<file path="config.mk">
export PLATFORM = sky130hd
export DESIGN_NAME = stream_substring_substitute
export DESIGN_NICKNAME = d
export VERILOG_FILES = /design/src/design/sss_pkg.sv /design/src/design/stream_substring_substitute.sv /design/src/design/sss_front.sv /design/src/design/sss_queue.sv /design/src/design/sss_back.sv
export VERILOG_INCLUDE_DIRS = /design/src /design/src/design
export SDC_FILE = /design/constraint.sdc
export NUM_CORES = 1
export LEC_CHECK = 0
export BUFFER_PORTS_ARGS = -buffer_cell sky130_fd_sc_hd__clkbuf_2
export CAP_MARGIN = 20
export CORE_ASPECT_RATIO = 1.75
export CORE_MARGIN = 2
export CORE_UTILIZATION = 35
export CTS_CLUSTER_DIAMETER = 200
export DETAILED_ROUTE_END_ITERATION = 7
export MAX_ROUTING_LAYER = met4
export PLACE_DENSITY = 0.62
export REMOVE_ABC_BUFFERS = 1
export SLEW_MARGIN = 25
export SYNTH_ARGS = -nofsm -noshare
export SYNTH_HDL_FRONTEND = slang
export SYNTH_SLANG_ARGS = --single-unit
</file>
<file path="constraint.sdc">
create_clock -name clk -period 8.5 [get_ports clk]
set_input_delay 0.425 -clock clk [delete_from_list [all_inputs] [get_ports clk]]
set_output_delay 0.425 -clock clk [all_outputs]
set_load 0.005 [all_outputs]
</file>
<file path="src/design/stream_substring_substitute_defines.svh">
// Assertion helpers for the find-and-replace block.
`ifndef STREAM_SUBSTRING_SUBSTITUTE_DEFINES_SVH
`define STREAM_SUBSTRING_SUBSTITUTE_DEFINES_SVH

`ifndef SYNTHESIS

`define SSS_ASSERT_IMPLIES(label, clk, rst_n, ante, cons) \
    label: assert property (@(posedge clk) disable iff (!rst_n) (ante) |-> (cons)) \
        else $error("implication check failed");

`define SSS_ASSERT_ALWAYS(label, clk, rst_n, cond) \
    label: assert property (@(posedge clk) disable iff (!rst_n) (cond)) \
        else $error("invariant check failed");

`else

`define SSS_ASSERT_IMPLIES(label, clk, rst_n, ante, cons)

`define SSS_ASSERT_ALWAYS(label, clk, rst_n, cond)

`endif

`endif

</file>
<file path="src/design/sss_pkg.sv">
`default_nettype none

package sss_pkg;

    localparam int MAX_PATTERN = 8;
    localparam int LEN_W       = 4;
    localparam int FILL_W      = 3;
    localparam int WORD_W      = 64;

    typedef enum logic [2:0] {
        REG_PATTERN_BYTES      = 3'd0,
        REG_PATTERN_LENGTH     = 3'd1,
        REG_REPLACEMENT_BYTES  = 3'd2,
        REG_REPLACEMENT_LENGTH = 3'd3,
        REG_ONLY_ONE_INSTANCE  = 3'd4,
        REG_INSTANCE_NUMBER    = 3'd5
    } cfg_index_t;

    // One queued run of output beats for the back end.
    typedef struct packed {
        logic [WORD_W-1:0] bytes;
        logic [LEN_W-1:0]  count;
        logic              last;
    } job_t;

    function automatic logic [LEN_W-1:0] clamp_len(input logic [LEN_W-1:0] len);
        clamp_len = (len > LEN_W'(MAX_PATTERN)) ? LEN_W'(MAX_PATTERN) : len;
    endfunction

endpackage

`default_nettype wire

</file>
<file path="src/design/stream_substring_substitute.sv">
// Channel   Handshake                Payload
// cfg       cfg_valid / cfg_ready    cfg_index, cfg_data
// in        in_valid / in_ready      text_byte, text_end
// out       out_valid / out_ready    out_byte, byte_present, out_end
//
// The front end takes one text byte per cycle while the two-entry run queue has room.
// The back end sends one beat per cycle while out_ready is high; a byte that causes n result
// beats (up to 8) holds it for those n beats, so sustained input rate follows the beats per byte.
// Reset is asynchronous and clears all control state; no clearing pass is needed.
// Input stalls only when the run queue is full; out_ready stalls only the back end.
`default_nettype none

module stream_substring_substitute
    import sss_pkg::*;
(
    input  wire logic        clk,
    input  wire logic        rst_n,
    input  wire logic        cfg_valid,
    output logic             cfg_ready,
    input  wire logic [2:0]  cfg_index,
    input  wire logic [63:0] cfg_data,
    input  wire logic        in_valid,
    output logic             in_ready,
    input  wire logic [7:0]  text_byte,
    input  wire logic        text_end,
    output logic             out_valid,
    input  wire logic        out_ready,
    output logic [7:0]       out_byte,
    output logic             byte_present,
    output logic             out_end
);

    job_t front_job;
    job_t head_job;
    logic push;
    logic pop;
    logic q_full;
    logic q_empty;

    assign in_ready = !q_full;

    sss_front u_front (
        .clk       (clk),
        .rst_n     (rst_n),
        .cfg_valid (cfg_valid),
        .cfg_ready (cfg_ready),
        .cfg_index (cfg_index),
        .cfg_data  (cfg_data),
        .accept    (in_valid && in_ready),
        .text_byte (text_byte),
        .text_end  (text_end),
        .push      (push),
        .job       (front_job)
    );

    sss_queue u_queue (
        .clk      (clk),
        .rst_n    (rst_n),
        .push     (push),
        .push_job (front_job),
        .pop      (pop),
        .head_job (head_job),
        .full     (q_full),
        .empty    (q_empty)
    );

    sss_back u_back (
        .clk          (clk),
        .rst_n        (rst_n),
        .head_job     (head_job),
        .q_empty      (q_empty),
        .pop          (pop),
        .out_valid    (out_valid),
        .out_ready    (out_ready),
        .out_byte     (out_byte),
        .byte_present (byte_present),
        .out_end      (out_end)
    );

endmodule

`default_nettype wire

</file>
<file path="src/design/sss_front.sv">
`default_nettype none
`include "stream_substring_substitute_defines.svh"

module sss_front
    import sss_pkg::*;
(
    input  wire logic        clk,
    input  wire logic        rst_n,
    input  wire logic        cfg_valid,
    output logic             cfg_ready,
    input  wire logic [2:0]  cfg_index,
    input  wire logic [63:0] cfg_data,
    input  wire logic        accept,
    input  wire logic [7:0]  text_byte,
    input  wire logic        text_end,
    output logic             push,
    output job_t             job
);

    logic [WORD_W-1:0] pattern_reg;
    logic [LEN_W-1:0]  pattern_len_reg;
    logic [WORD_W-1:0] repl_reg;
    logic [LEN_W-1:0]  repl_len_reg;
    logic              only_one_reg;
    logic [15:0]       instance_reg;

    logic [WORD_W-1:0] window_reg, window_next;
    logic [FILL_W-1:0] fill_reg, fill_next;
    logic [15:0]       hit_count_reg, hit_count_next;

    logic [LEN_W-1:0]  plen;
    logic [LEN_W-1:0]  rlen;
    logic [LEN_W-1:0]  fill_inc;
    logic [WORD_W-1:0] win_ins;
    logic              full;
    logic              hit;
    logic              selected;

    assign cfg_ready = 1'b1;
    assign plen      = clamp_len(pattern_len_reg);
    assign rlen      = clamp_len(repl_len_reg);
    assign fill_inc  = {1'b0, fill_reg} + LEN_W'(1);
    assign full      = (fill_inc == plen);

    always_comb
    begin
        for (int i = 0; i < MAX_PATTERN; i++)
        begin
            win_ins[8*i +: 8] = (FILL_W'(i) == fill_reg) ? text_byte : window_reg[8*i +: 8];
        end
    end

    always_comb
    begin
        hit = 1'b1;
        for (int i = 0; i < MAX_PATTERN; i++)
        begin
            if ((LEN_W'(i) < plen) && (win_ins[8*i +: 8] != pattern_reg[8*i +: 8]))
            begin
                hit = 1'b0;
            end
        end
    end

    always_comb
    begin
        window_next    = window_reg;
        fill_next      = fill_reg;
        hit_count_next = hit_count_reg;
        selected       = 1'b0;
        job.bytes      = win_ins;
        job.count      = '0;
        job.last       = text_end;

        if (plen == '0)
        begin
            job.bytes = {{(WORD_W-8){1'b0}}, text_byte};
            job.count = LEN_W'(1);
        end
        else
        begin
            window_next = win_ins;
            fill_next   = fill_inc[FILL_W-1:0];
            if (full && hit)
            begin
                // Saturated counter never selects.
                if (hit_count_reg != 16'hFFFF)
                begin
                    selected       = ((hit_count_reg + 16'd1) == instance_reg);
                    hit_count_next = hit_count_reg + 16'd1;
                end
                if (!only_one_reg || selected)
                begin
                    job.bytes = repl_reg;
                    job.count = rlen;
                end
                else
                begin
                    job.count = plen;
                end
                fill_next = '0;
            end
            else if (full)
            begin
                job.count   = LEN_W'(1);
                window_next = win_ins >> 8;
                fill_next   = FILL_W'(plen - LEN_W'(1));
            end
            // Flush: miss emits oldest plus the rest, which is the whole window so far.
            if (text_end && !(full && hit))
            begin
                job.count = fill_inc;
            end
        end

        if (text_end)
        begin
            fill_next      = '0;
            hit_count_next = '0;
        end
    end

    assign push = accept && ((job.count != '0) || text_end);

    always_ff @(posedge clk or negedge rst_n)
    begin
        if (!rst_n)
        begin
            pattern_reg     <= '0;
            pattern_len_reg <= '0;
            repl_reg        <= '0;
            repl_len_reg    <= '0;
            only_one_reg    <= 1'b0;
            instance_reg    <= 16'd1;
            fill_reg        <= '0;
            hit_count_reg   <= '0;
        end
        else
        begin
            // A new pattern length drops whatever is buffered.
            if (cfg_valid && cfg_ready && (cfg_index == REG_PATTERN_LENGTH))
            begin
                fill_reg      <= '0;
                hit_count_reg <= '0;
            end
            else if (accept)
            begin
                fill_reg      <= fill_next;
                hit_count_reg <= hit_count_next;
            end
            if (cfg_valid && cfg_ready)
            begin
                unique case (cfg_index)
                    REG_PATTERN_BYTES:      pattern_reg <= cfg_data;
                    REG_PATTERN_LENGTH:     pattern_len_reg <= cfg_data[LEN_W-1:0];
                    REG_REPLACEMENT_BYTES:  repl_reg <= cfg_data;
                    REG_REPLACEMENT_LENGTH: repl_len_reg <= cfg_data[LEN_W-1:0];
                    REG_ONLY_ONE_INSTANCE:  only_one_reg <= cfg_data[0];
                    REG_INSTANCE_NUMBER:    instance_reg <= cfg_data[15:0];
                    default:                ;
                endcase
            end
        end
    end

    always_ff @(posedge clk)
    begin
        if (accept)
        begin
            window_reg <= window_next;
        end
    end

    `SSS_ASSERT_IMPLIES(a_fill_below_len, clk, rst_n, plen != '0, {1'b0, fill_reg} < plen)
    `SSS_ASSERT_IMPLIES(a_end_always_pushes, clk, rst_n, accept && text_end, push)

endmodule

`default_nettype wire

</file>
<file path="src/design/sss_queue.sv">
`default_nettype none
`include "stream_substring_substitute_defines.svh"

module sss_queue
    import sss_pkg::*;
(
    input  wire logic clk,
    input  wire logic rst_n,
    input  wire logic push,
    input  job_t      push_job,
    input  wire logic pop,
    output job_t      head_job,
    output logic      full,
    output logic      empty
);

    job_t       mem_reg [2];
    logic       wr_ptr_reg;
    logic       rd_ptr_reg;
    logic [1:0] count_reg, count_next;

    assign full     = (count_reg == 2'd2);
    assign empty    = (count_reg == 2'd0);
    assign head_job = mem_reg[rd_ptr_reg];

    always_comb
    begin
        count_next = count_reg;
        if (push && !pop)
        begin
            count_next = count_reg + 2'd1;
        end
        else if (pop && !push)
        begin
            count_next = count_reg - 2'd1;
        end
    end

    always_ff @(posedge clk or negedge rst_n)
    begin
        if (!rst_n)
        begin
            wr_ptr_reg <= 1'b0;
            rd_ptr_reg <= 1'b0;
            count_reg  <= '0;
        end
        else
        begin
            count_reg <= count_next;
            if (push)
            begin
                wr_ptr_reg <= !wr_ptr_reg;
            end
            if (pop)
            begin
                rd_ptr_reg <= !rd_ptr_reg;
            end
        end
    end

    always_ff @(posedge clk)
    begin
        if (push)
        begin
            mem_reg[wr_ptr_reg] <= push_job;
        end
    end

    `SSS_ASSERT_IMPLIES(a_no_overflow, clk, rst_n, push, !full)
    `SSS_ASSERT_IMPLIES(a_no_underflow, clk, rst_n, pop, !empty)

endmodule

`default_nettype wire

</file>
<file path="src/design/sss_back.sv">
`default_nettype none
`include "stream_substring_substitute_defines.svh"

module sss_back
    import sss_pkg::*;
(
    input  wire logic       clk,
    input  wire logic       rst_n,
    input  job_t            head_job,
    input  wire logic       q_empty,
    output logic            pop,
    output logic            out_valid,
    input  wire logic       out_ready,
    output logic [7:0]      out_byte,
    output logic            byte_present,
    output logic            out_end
);

    job_t              job_reg;
    logic [FILL_W-1:0] idx_reg, idx_next;
    logic              busy_reg, busy_next;
    logic              job_done;

    assign job_done     = (job_reg.count == '0) || (({1'b0, idx_reg} + LEN_W'(1)) == job_reg.count);
    assign out_valid    = busy_reg;
    assign byte_present = (job_reg.count != '0);
    // The empty end marker carries a zero byte.
    assign out_byte     = byte_present ? job_reg.bytes[8*idx_reg +: 8] : 8'h00;
    assign out_end      = job_reg.last && job_done;

    // Load the next run once the current one has handed over its final beat.
    assign pop = !q_empty && (!busy_reg || (out_ready && job_done));

    always_comb
    begin
        busy_next = busy_reg;
        idx_next  = idx_reg;
        if (pop)
        begin
            busy_next = 1'b1;
            idx_next  = '0;
        end
        else if (busy_reg && out_ready)
        begin
            if (job_done)
            begin
                busy_next = 1'b0;
            end
            else
            begin
                idx_next = idx_reg + FILL_W'(1);
            end
        end
    end

    always_ff @(posedge clk or negedge rst_n)
    begin
        if (!rst_n)
        begin
            busy_reg <= 1'b0;
            idx_reg  <= '0;
        end
        else
        begin
            busy_reg <= busy_next;
            idx_reg  <= idx_next;
        end
    end

    always_ff @(posedge clk)
    begin
        if (pop)
        begin
            job_reg <= head_job;
        end
    end

    `SSS_ASSERT_IMPLIES(a_empty_only_at_end, clk, rst_n, out_valid && !byte_present, out_end)

endmodule

`default_nettype wire
</file>
After elaboration in Yosys (flattened, before gate mapping):

Memory sizes are Yosys's and may differ from the RTL's. A register that Yosys moved wholly into a read port is not among the register bits.
Index checks and enable logic that the tools add are counted.

* register bits after elaboration: 244
* bits in writable memories: 138
* input bits: 81
* output and inout port bits: 13
* logic and storage cells: 170
* memories: 1

* add/subtract/negate cells: 7
* order comparisons: 10
* equality and inequality tests: 27
* shift operators: 1
* mux-type cells: 53
* bitwise operators: 1
* reductions and logical operators: 56

Memory list
* u_queue.mem_reg: depth 2, bits a word 69, read ports 1, clocked after memory_dff 1, wr ports 1, RTL line sss_queue.sv:17 `job_t mem_reg [2];`

Operators by type and width (number)
* two-way mux 64 bit: 4
* two-way mux 16 bit: 6
* two-way mux 8 bit: 9
* two-way mux 68 bit: 1
* != test 8 bit: 8
* indexed part select 64 x 7 -> 8 bit: 1
* two-way mux 3 bit: 9
* two-way mux 4 bit: 5
* AND reduction 2 bit: 10
* logical AND 1 bit: 19
* two-way mux 1 bit: 17
* adder 16 x 1 -> 16 bit, second input constant: 1
* equality test 16 bit: 1
* < comparator 3 x 4 -> 1 bit, first input constant: 4
* != test 16 bit, second input constant: 1
* equality test 3 bit, first input constant: 4
* zero test 1 bit: 9
* adder 3 x 1 -> 4 bit, second input constant: 2
* equality test 4 bit: 2
* > comparator 4 bit, second input constant: 2
* zero test 4 bit: 2
* < comparator 1 x 4 -> 1 bit, first input constant: 2
* < comparator 2 x 4 -> 1 bit, first input constant: 2
* nonzero test 2 bit: 4
* other kinds (20): 30

Depth between registers and ports, before layout:

Gate-level depths: netlist (run 1).

* depth after elaboration: 27
* gate-level depth with buffers: 18
* gate-level depth less buffers: 15

Modules after synthesis:

From an unflattened synthesis (run 1), not the netlist that was laid out.

* cell total of the unflattened synthesis: 1932
* area total of the unflattened synthesis: 23436.2 um2

Modules (own cells, without submodules)
* sss_front: instances 1, cells an instance 1552, area each 14964.4 um2
* sss_queue: instances 1, cells an instance 231, area each 5517.8 um2
* sss_back: instances 1, cells an instance 147, area each 2944.1 um2
* stream_substring_substitute: instances 1, cells an instance 2, area each 10.0 um2

Worst setup path after synthesis (run 1):

OpenSTA, ideal clock, no wires.

* path type: reg2reg
* start point: register u_front.hit_count_reg[6]
* end point: memory u_queue.mem_reg[0][0] in the netlist's numbering (enable)
* library setup time: 0.497 ns
* data arrival time: 5.694 ns
* data required time: 8.003 ns
* path slack: 2.310 ns
* cell stages (with the launch flop): 11
* path buffers: 1
* clock period less this slack: 6.190 ns
* path through: dfrtp_1 > buf_2 > nand2_1 > or3_1 > or3_1 > xnor2_1 > or4_1 > o31ai_4 > mux2i_1 > o21ai_0 > nor2_1

* longest elaborated chain between the ends: 15

Ends and longest elaborated chain
* from (decl): RTL line sss_front.sv:29 `logic [15:0] hit_count_reg, hit_count_next;`
* from (signal assigned): RTL line sss_front.sv:149 `hit_count_reg <= hit_count_next;`
* adder 16 x 1 -> 16 bit: RTL line sss_front.sv:89 `selected = ((hit_count_reg + 16'd1) == instance_reg);`
* equality test 16 bit: RTL line sss_front.sv:89
* two-way mux 1 bit *: RTL line sss_front.sv:87 `if (hit_count_reg != 16'hFFFF)`
* two-way mux 1 bit *: RTL line sss_front.sv:84 `if (full && hit)`
* two-way mux 1 bit *: RTL line sss_front.sv:75 `if (plen == '0)`
* logical OR 1 bit *: RTL line sss_front.sv:92 `if (!only_one_reg || selected)`
* two-way mux 4 bit *: RTL line sss_front.sv:92
* two-way mux 4 bit *: RTL line sss_front.sv:84
* two-way mux 4 bit *: RTL line sss_front.sv:110 `if (text_end && !(full && hit))`
* two-way mux 68 bit *: RTL line sss_front.sv:75
* nonzero test 4 bit *: RTL line sss_front.sv:123 `assign push = accept && ((job.count != '0) || text_end);`
* logical OR 1 bit *: RTL line sss_front.sv:123
* logical AND 1 bit *: RTL line sss_front.sv:123
* two-way mux 1 bit *: RTL line sss_queue.sv:63 `if (push)`
* two-way mux 1 bit (not written as such) *: RTL line sss_queue.sv:65 `mem_reg[wr_ptr_reg] <= push_job;`
* to (decl): RTL line sss_queue.sv:17

Mark *: on every way between the ends. The rest lies on a longest branch, timed or not. The select of a mux whose other input is x is not followed.

==> flow_summary.ini, run 1 <==
[clocking]
clk_pin_slew_worst_paths_ns = 0.08
cts_tree = built
clkLatencyLatePin_ns = 0.58
htreeDepth = 2
cts_buffers = 44
cts_sinks = 451
cts_root_buf = clkbuf_16
post_cts_resized = 0
clock_path_buffers = 3

[critical_path]
worstPathCellList = ha_1 -> ha_1 -> mux2i_1 -> xnor2_1 -> nor4_1 -> nand2_1 -> or4_4 -> o32ai_4 -> nand4_1 -> buf_4 -> a211oi_1
crit_family = compound AO/OA/AOI/OAI gates
cp.required_ns = 8.71
path_buf_inv = 1
slowest_delay_ns = 0.97
worstPathMaxFanout = 34
crit_path_start_kind = flop
worst_path_most_repeated_cell = ha_1
arrival_ns = 5.57
cp-end-kind = flop
cp_slowest_cell = a211oi_1
critPathKind = flop to flop

[timing]
period_minus_slack_ns = 5.36
setup_tns_ns = 0
hold_viol_final = 0
min_period_over_period_pct = 63.1
setup_ws_ns = 3.14
slew_headroom_pct = 22.3
finClkSkew_ns = 0.0230
clock.fmax_ghz = 0.186
hold_ws_ns = 0.0976
worstMarginPinSlew_ns = 1.16
rsz0062_at_grt = no
slew_violations = 0
setup_viol = 0

[routing]
wl_per_cell_um = 25.5
drc_errors = 0
vias_per_cell = 5.65
dr.first_iter.drc_count = 1081
drt-total-wl_mm = 66.3
vias = 14700
dr.pass1.iters = 6
ant_nets = 0

[synthesis]
synth_area_mm2 = 0.0221
synthArstFlopShare_pct = 39.9
syn-mean-instance-area_um2 = 13.0
yosys_warnings = 0
netlist_instances = 1698
synth_cell_types = 82
synth.ff_latch_count = 451
synth_edf_count = 271
synth_seq_area_share_pct = 57.2
synth_flop_cell = edfxtp_1

[global_routing]
grt_max_degree = 74
grt_pass1_vias = 15300
grt.overflow.total = 0
grt_usage_pct = 20.8
antenna_found_initial = 1
grt_pass1_wl_mm = 98.4

[floorplanning]
ioPinCount = 94
die_area_mm2 = 0.0652
die_h_um = 336
rows = 121
core-area_mm2 = 0.0624
initial_core_util_pct = 35.4
die_x_um = 194

[cells_and_area]
final_nets = 1857
area_growth_syn_to_layout_pct = 12.6
fin_area_mm2 = 0.0249
drive_above_1_share_pct = 27.9
fin_cells = 2600
largest_reg_flops = 138
utilization_pct = 39.9

[outcome]
status = finished, final reports clean

[power_and_ir_drop]
leakagePower_nw = 9.32
powerDensity_mw_per_mm2 = 319
finalPower_mw = 7.94
ir_drop_mv = 0.153

[placed_design]
dpl_cell_area_mm2 = 0.0234
io_buffer_count = 92
place_hpwl_mm = 46.9
pre_cts_slack_ns = 3.20
dp.cells = 2516
gp_congestion = 0.976

[run]
cap_violations = 0

[worst_hold_path]
worstHoldPathType = input pin to flop
-- Yosys cell counts, drive strengths merged (11+ instances only) --
| cell | number | area [um2] |
|---|---|---|
| o21ai | 50 | 262 |
| nor2b | 14 | 90.1 |
| nand4 | 17 | 106 |
| nor2 | 122 | 458 |
| o221a | 51 | 574 |
| xor2 | 44 | 385 |
| inv | 52 | 195 |
| xnor2 | 64 | 561 |
| a211oi | 51 | 483 |
| mux4 | 16 | 360 |
| buf | 35 | 193 |
| nand2b | 17 | 106 |
| o221ai | 11 | 103 |
| a21oi | 29 | 149 |
| nand2 | 82 | 310 |
| clkbuf | 69 | 259 |
| or3 | 45 | 282 |
| ha | 12 | 150 |
| edfxtp | 271 | 8140 |
| mux2i | 72 | 736 |
| nand3 | 40 | 200 |
| nor4 | 16 | 113 |
| mux2 | 210 | 2360 |
| dfrtp | 179 | 4480 |
| nor3 | 20 | 121 |
-- layout make-up --
| type | instances | area [um2] |
|---|---|---|
| Timing Repair Buffer | 124 | 736 |
| Sequential cell | 451 | 12600 |
| Clock inverter | 20 | 206 |
| Antenna cell | 1 | 2.50 |
| Multi-Input combinational cell | 1091 | 8880 |
| Fill cell | 5901 | 37500 |
| Tap cell | 799 | 1000 |
| Inverter | 52 | 195 |
| Clock buffer | 62 | 1210 |
-- worst paths after layout --
kind                                                  startpoint                          endpoint  slack [ns]  cells past startpoint
max in group asynchronous                                  rst_n  u_front.repl_reg[27]$_DFFE_PN0P_        6.84                      3
worst max-delay path             u_front.fill_reg[0]$_DFFE_PN0P_  u_queue.mem_reg[0][19]$_DFFE_PP_        3.14                     11
worst max register to register   u_front.fill_reg[0]$_DFFE_PN0P_  u_queue.mem_reg[0][19]$_DFFE_PP_        3.14                     11
worst min-delay path                                cfg_data[29]  u_front.repl_reg[29]$_DFFE_PN0P_         0.1                      2
worst min register to register  u_front.repl_reg[43]$_DFFE_PN0P_  u_front.repl_reg[43]$_DFFE_PN0P_        0.51                      1
min in group asynchronous                                  rst_n  u_front.repl_reg[32]$_DFFE_PN0P_        0.37                      2
-- per-layer routing --
metal	part of all wire (%)	wire length, um	GRT usage [%]
met5	0	0	-
met4	7.5	5010	14.3
met3	4.0	2640	2.29
met2	53	35500	37.8
met1	35	23200	20.9
-- placed cells by master, fill, tap and decap left out, types with 28 or more instances in the layout --
master / n
edfxtp_1: 271
mux2_2: 210
dfrtp_1: 178
nor2_1: 118
clkbuf_2: 91
nand2_1: 81
mux2i_1: 68
xnor2_1: 64
inv_1: 50
o21ai_0: 48
or3_1: 45
xor2_1: 44
clkbuf_16: 44
nand3_1: 40
o221a_2: 30
buf_4: 29
a21oi_1: 28
a211oi_1: 28
-- cell families after synthesis --
| logic type | count (synthesis) | share of synthesized area (%) |
|---|---|---|
| flip-flops | 451 | 57.2 |
| AND/OR/NAND/NOR | 412 | 9.38 |
| multiplexers | 298 | 15.7 |
| AO/OA/AOI/OAI | 260 | 9.84 |
| buffers and inverters | 156 | 2.93 |
| XOR/XNOR | 108 | 4.28 |
| adder cells (fa/ha/maj) | 12 | 0.679 |
| other | 1 | 0.0170 |
-- where the power goes --
part | internal [mW] | switching, mW
registers | 3.08 | 0.415
logic | 1.06 | 1.43
clock network | 1.08 | 0.869
total | 5.22 | 2.72
-- timing repair --
item,4_1_cts,5_1_grt
endpoints found under the hold margin,50,0
buffers inserted,0,0
hold buffers,1,0
Note: power is estimated with default switching activity, not from simulation.
==> run 2, diff against run 1 <==
--- a/config.mk
+++ b/config.mk
@@ -6,6 +6,7 @@
 export SDC_FILE = /design/constraint.sdc
 export NUM_CORES = 1
 export LEC_CHECK = 0
+export ABC_AREA = 1
 export BUFFER_PORTS_ARGS = -buffer_cell sky130_fd_sc_hd__clkbuf_2
 export CAP_MARGIN = 20
 export CORE_ASPECT_RATIO = 1.75
@@ -14,7 +15,7 @@
 export CTS_CLUSTER_DIAMETER = 200
 export DETAILED_ROUTE_END_ITERATION = 7
 export MAX_ROUTING_LAYER = met4
-export PLACE_DENSITY = 0.62
+export PLACE_DENSITY = 0.64
 export REMOVE_ABC_BUFFERS = 1
 export SLEW_MARGIN = 25
 export SYNTH_ARGS = -nofsm -noshare
==> constraint.sdc (replaced) <==
create_clock -name clk -period 4.7 [get_ports clk]
set_input_delay 0.235 -clock clk [delete_from_list [all_inputs] [get_ports clk]]
set_output_delay 0.235 -clock clk [all_outputs]
set_load 0.005 [all_outputs]
==> flow_summary.ini, run 2 <==
[global_routing]
grt.overflow.total = 0
grt_pass1_vias = 16400
grt_usage_pct = 19.8
grt_max_degree = 108
antenna_found_initial = 1
grt_pass1_wl_mm = 93.9

[placed_design]
place_hpwl_mm = 45.0
gp_congestion = 0.949
pre_cts_slack_ns = 0.535
dp.cells = 3285
io_buffer_count = 92

[worst_hold_path]
worstHoldPathType = input pin to flop
min_path_cells = 3
hold_path_startpoint = cfg_data[15]
holdPathEnd = u_front.repl_reg[15]$_DFFE_PN0P_

[cells_and_area]
drive_above_1_share_pct = 10.2
largest_reg_flops = 138
fillers = 6054
final_nets = 2669
final_cell_mix = nand2_1, edfxtp_1, o21ai_0
antenna_cells = 0
utilization_pct = 40.2
area_growth_syn_to_layout_pct = 14.1
fin_cells = 3406
final_common_cell = nand2_1

[routing]
dr.first_iter.drc_count = 1159
vias = 16900
drc_errors = 0
wl_per_cell_um = 18.0
ant_nets = 0
dr.pass1.iters = 6
drt-total-wl_mm = 61.4
vias_per_cell = 4.95

[critical_path]
crit_family = simple AND/OR/NAND/NOR gates
reg2reg_depth = 19
cp_slowest_cell = buf_4
crit_path_start_kind = flop
r2r_end = u_front.window_reg[30]$_DFFE_PP_
cp-end-kind = flop
path_buf_inv = 3
critPathKind = flop to flop
slowest_delay_ns = 0.76
path_depth = 19
arrival_ns = 4.51
worstPathCellList = inv_1 -> ha_1 -> buf_4 -> nand2_2 -> nand2_1 -> nand2_1 -> nand2_1 -> nand2_1 -> nor2_1 -> nand2_1 -> nor2_1 -> nor2_1 -> nor2_1 -> nand2_2 -> nand2_2 -> nand2_4 -> nand2_4 -> buf_4 -> o21ai_0
cp.required_ns = 4.96
worst_path_most_repeated_cell = nand2_1
r2r_start = u_front.fill_reg[1]$_DFFE_PN0P_
r2r_slack_ns = 0.45
worstPathMaxFanout = 105

[timing]
min_period_over_period_pct = 90.5
period_minus_slack_ns = 4.25
clock.fmax_ghz = 0.235
finClkSkew_ns = 0.0159
slew_violations = 0
setup_viol = 0
rsz0062_at_grt = no
hold_viol_final = 0
setup_tns_ns = 0
slew_headroom_pct = 30.2
setup_ws_ns = 0.449
worstMarginPinSlew_ns = 1.05

[floorplanning]
die_h_um = 334
initial_core_util_pct = 35.3
die_area_mm2 = 0.0645
ioPinCount = 94
die_x_um = 193
rows = 121
core-area_mm2 = 0.0619

[synthesis]
synth_cell_types = 47
yosys_warnings = 0
netlist_instances = 2480
yosysMostFrequentCell = nand2_1
synth_flop_cell = edfxtp_1
synth_common_cells = nand2_1, edfxtp_1, o21ai_0, inv_1, dfrtp_1
synth.ff_latch_count = 451
synth_area_leaders = edfxtp_1, dfrtp_1, nand2_1
yosysTopAreaCellShare_pct = 37.3
synth_area_mm2 = 0.0218
synthArstFlopShare_pct = 39.9
syn-mean-instance-area_um2 = 8.80
synth_top_cell_by_area = edfxtp_1
synth_edf_count = 271
synth_seq_area_share_pct = 57.9

[power_and_ir_drop]
p_sw_mw = 5.61
p_seq_share_pct = 41.9
p_clk_share_pct = 22.7
cell_internal_pwr_mw = 9.21
combPwrFrac_pct = 35.4
leakagePower_nw = 11.3
finalPower_mw = 14.8
swShare_pct = 37.8
ir_drop_mv = 0.272
powerDensity_mw_per_mm2 = 595

[clocking]
post_cts_resized = 0
cts_tree = built
clk_pin_slew_worst_paths_ns = 0.07
clock_path_buffers = 3
cts_sinks = 451
cts_root_buf = clkbuf_16
htreeDepth = 2
clkLatencyLatePin_ns = 0.56
cts_buffers = 40

[run]
cap_violations = 0

[outcome]
status = finished, final reports clean
## run 2: cell count changes after synthesis, sizes merged, moves of 36 or more
| cell | previous run | this run |
|---|---|---|
| inv | 52 | 244 |
| mux2 | 210 | 0 |
| mux2i | 72 | 0 |
| nand2 | 82 | 872 |
| nand3 | 40 | 116 |
| o21ai | 50 | 335 |
| o221a | 51 | 0 |
| or3 | 45 | 0 |
| xnor2 | 64 | 5 |
| xor2 | 44 | 8 |
## run 2: logic make-up (layout without fill, tap and decap cells)
group / count (synthesis) / in the layout / synth area share [%]
buffers and inverters: 363 / 490 / 6.87
flip-flops: 451 / 451 / 57.9
AO/OA/AOI/OAI: 454 / 454 / 11.7
adder cells (fa/ha/maj): 12 / 12 / 0.688
AND/OR/NAND/NOR: 1186 / 1186 / 22.3
XOR/XNOR: 13 / 13 / 0.522
other: 1 / 1 / 0.0172
## run 2: worst register-to-register path, stage by stage (launching register included)
cell	delay (ns)
dfrtp_1	0.41
inv_1	0.11
ha_1	0.36
buf_4	0.25
nand2_2	0.28
nand2_1	0.19
nand2_1	0.11
nand2_1	0.08
nand2_1	0.04
nor2_1	0.13
nand2_1	0.10
nor2_1	0.12
nor2_1	0.05
nor2_1	0.12
nand2_2	0.10
nand2_2	0.08
nand2_4	0.15
nand2_4	0.17
buf_4	0.76
o21ai_0	0.31
## run 2: cell type report
cell class | instances | area, um2 | area share (%)
Clock buffer | 56 | 1150 | 4.63
Inverter | 246 | 923 | 3.71
Timing Repair Buffer | 171 | 1280 | 5.14
Tap cell | 799 | 1000 | 4.01
Multi-Input combinational cell | 1666 | 7740 | 31.1
Clock inverter | 17 | 176 | 0.708
Sequential cell | 451 | 12600 | 50.8
## run 2: stage by stage
stage / hold slack (ns) / cell area, um2
floorplan: -0.0606 / 21300
global placement: 0.299 / 23100
detailed placement: 0.305 / 23100
CTS: 0.00141 / 24900
global route: 0.0202 / 24900
finish: 0.0164 / 24900
## run 2: what timing repair did
item | 4_1_cts | 5_1_grt
setup buffers | 0 | 0
hold endpoints to repair | 166 | 0
hold buffers | 47 | 0
## run 2: how the worst max path moves through the flow
stage / end / slack (ns) / from
CTS: u_queue.count_reg[1]$_DFFE_PN0P_ / 0.51 / u_front.fill_reg[0]$_DFFE_PN0P_
floorplan: u_queue.mem_reg[1][0]$_DFFE_PP_ / -2.76 / u_front.pattern_len_reg[1]$_DFFE_PN0P_
detailed placement: u_queue.count_reg[1]$_DFFE_PN0P_ / 0.54 / u_front.fill_reg[0]$_DFFE_PN0P_
finish: u_front.window_reg[30]$_DFFE_PP_ / 0.45 / u_front.fill_reg[1]$_DFFE_PN0P_
global route: u_queue.count_reg[1]$_DFFE_PN0P_ / 0.11 / u_front.fill_reg[0]$_DFFE_PN0P_
global placement: u_queue.count_reg[1]$_DFFE_PN0P_ / 0.54 / u_front.fill_reg[0]$_DFFE_PN0P_
## run 2: metal layers
layer / GRT usage [%] / up-vias / wire length, um
met5: - / - / 0
li1: - / 8323 / -
met1: 21.1 / 7869 / 22500
met2: 35.1 / 498 / 32100
met3: 1.84 / 177 / 2610
met4: 12.0 / 0 / 4210
## run 2: power groups by stage
| stage | combinational, mW | sequential, mW | clock (mW) |
|---|---|---|---|
| 2_1_floorplan | 3.33 | 6.25 | 0 |
| 3_3_place_gp | 5.14 | 6.26 | 0 |
| 3_5_place_dp | 5.21 | 6.28 | 0 |
| 4_1_cts | 5.26 | 6.20 | 3.43 |
| 5_1_grt | 5.89 | 6.30 | 3.56 |
| 6_report | 5.25 | 6.21 | 3.36 |
==> run 3, diff against run 2 <==
==> constraint.sdc (replaced) <==
create_clock -name clk -period 4.7 [get_ports clk]
set_input_delay 0.94 -clock clk [delete_from_list [all_inputs] [get_ports clk]]
set_output_delay 0.94 -clock clk [all_outputs]
set_load 0.005 [all_outputs]
==> flow_summary.ini, run 3 (synthesis results as in run 2) <==
[routing]
dr.first_iter.drc_count = 1321
drc_errors = 0
drt-total-wl_mm = 62.7
ant_nets = 0
vias_per_cell = 5.02
dr.pass1.iters = 5
vias = 16900
wl_per_cell_um = 18.6

[critical_path]
worstPathMaxFanout = 20
slowest_delay_ns = 0.42
r2r_slack_ns = 0.35
cp-end-kind = flop
r2r_end = u_queue.count_reg[1]$_DFFE_PN0P_
crit_path_start_kind = flop
worst_path_most_repeated_cell = nand2_1
crit_family = simple AND/OR/NAND/NOR gates
arrival_ns = 4.80
reg2reg_depth = 26
path_buf_inv = 3
cp.required_ns = 5.15
r2r_start = u_front.fill_reg[1]$_DFFE_PN0P_
critPathKind = flop to flop
cp_slowest_cell = dfrtp_1

[timing]
slew_headroom_pct = 44.6
period_minus_slack_ns = 4.35
worstMarginPinSlew_ns = 0.822
finClkSkew_ns = 0.0346
setup_tns_ns = 0
slew_violations = 0
hold_viol_final = 0
min_period_over_period_pct = 92.5
setup_viol = 0
rsz0062_at_grt = no
setup_ws_ns = 0.351
clock.fmax_ghz = 0.230

[global_routing]
use_met2_pct = 35.3
grt_pass1_wl_mm = 95.9
met3_usage_pct = 2.37
antenna_found_initial = 1
grt.overflow.total = 0
grt_max_degree = 113
grtUsageMet1_pct = 21.4
grt_usage_pct = 20.3
top_usage_layer = met2
grt_pass1_vias = 16600

[power_and_ir_drop]
leakagePower_nw = 11.1
ir_drop_mv = 0.283
powerDensity_mw_per_mm2 = 607

[clocking]
cts_setup_buffers = 0
cts_tree = built
cts_buffers = 40
clkLatencyLatePin_ns = 0.59
cts_sinks = 451
clock_path_buffers = 3
cts_root_buf = clkbuf_16
clk_pin_slew_worst_paths_ns = 0.08
htreeDepth = 2

[placed_design]
place_hpwl_mm = 46.5
gp_congestion = 0.948
dp.cells = 3290
io_buffer_count = 92
dpl_cell_area_mm2 = 0.0232
pre_cts_slack_ns = 0.459

[cells_and_area]
drive_above_1_share_pct = 10.6
area_growth_syn_to_layout_pct = 12.1
final_common_cell = nand2_1
fin_area_mm2 = 0.0245
final_cell_mix = nand2_1, edfxtp_1, o21ai_0
fin_cells = 3364
largest_reg_flops = 138
final_nets = 2626

[floorplanning]
die_h_um = 334
rows = 121
core-area_mm2 = 0.0619
die_area_mm2 = 0.0645
die_x_um = 193
ioPinCount = 94
initial_core_util_pct = 35.3

[outcome]
status = finished, final reports clean

[run]
cap_violations = 0

[worst_hold_path]
worstHoldPathType = input pin to async pin
-- run 3: layout make-up --
type,count,area [um2]
diodes,1,2.50
clock buffers,56,1160
clock inverters,17,141
fillers,6102,37400
inverters,246,923
multi-input cells,1666,7750
flip-flops and latches,451,12600
well taps,799,1000
repair buffers,128,852
-- run 3: per-stage QoR --
stage          hold slack, ns  power, mW  util [%]
2_1_floorplan           0.442       9.59         -
3_3_place_gp            0.465       11.5      37.4
3_5_place_dp            0.463       11.6      37.4
4_1_cts                 0.339       14.9      39.5
5_1_grt                 0.351       15.8      39.5
6_report                0.339       14.9      39.5
-- run 3: per-layer routing --
| layer | vias up | part of all wire (%) | routed length (um) |
|---|---|---|---|
| li1 | 8244 | - | - |
| met1 | 7943 | 37 | 23000 |
| met2 | 499 | 51 | 32100 |
| met3 | 198 | 4.2 | 2650 |
| met4 | 0 | 7.9 | 4930 |
| met5 | - | 0 | 0 |
-- run 3: report_power, final --
part	internal, mW	switching (mW)
clock	1.80	1.53
sequential	5.73	0.470
combinational	1.59	3.74
total	9.12	5.73
-- run 3: what timing repair did --
| item | in CTS | in global routing |
|---|---|---|
| hold buffers | 0 | 0 |
| resized for setup | 0 | 1 |
| setup endpoints to repair | 0 | 1 |
-- run 3: how the worst max path moves through the flow --
stage | from | to | slack, ns | depth (start not counted)
after floorplan | u_front.pattern_len_reg[1]$_DFFE_PN0P_ | u_queue.mem_reg[1][0]$_DFFE_PP_ | -2.76 | 13
after global placement | text_byte[0] | u_queue.count_reg[1]$_DFFE_PN0P_ | 0.54 | 24
after detailed placement | text_byte[0] | u_queue.count_reg[1]$_DFFE_PN0P_ | 0.46 | 24
after CTS | u_front.fill_reg[1]$_DFFE_PN0P_ | u_queue.count_reg[1]$_DFFE_PN0P_ | 0.42 | 26
after global routing | u_front.fill_reg[1]$_DFFE_PN0P_ | u_queue.count_reg[1]$_DFFE_PN0P_ | 0.04 | 26
final | u_front.fill_reg[1]$_DFFE_PN0P_ | u_queue.count_reg[1]$_DFFE_PN0P_ | 0.35 | 26
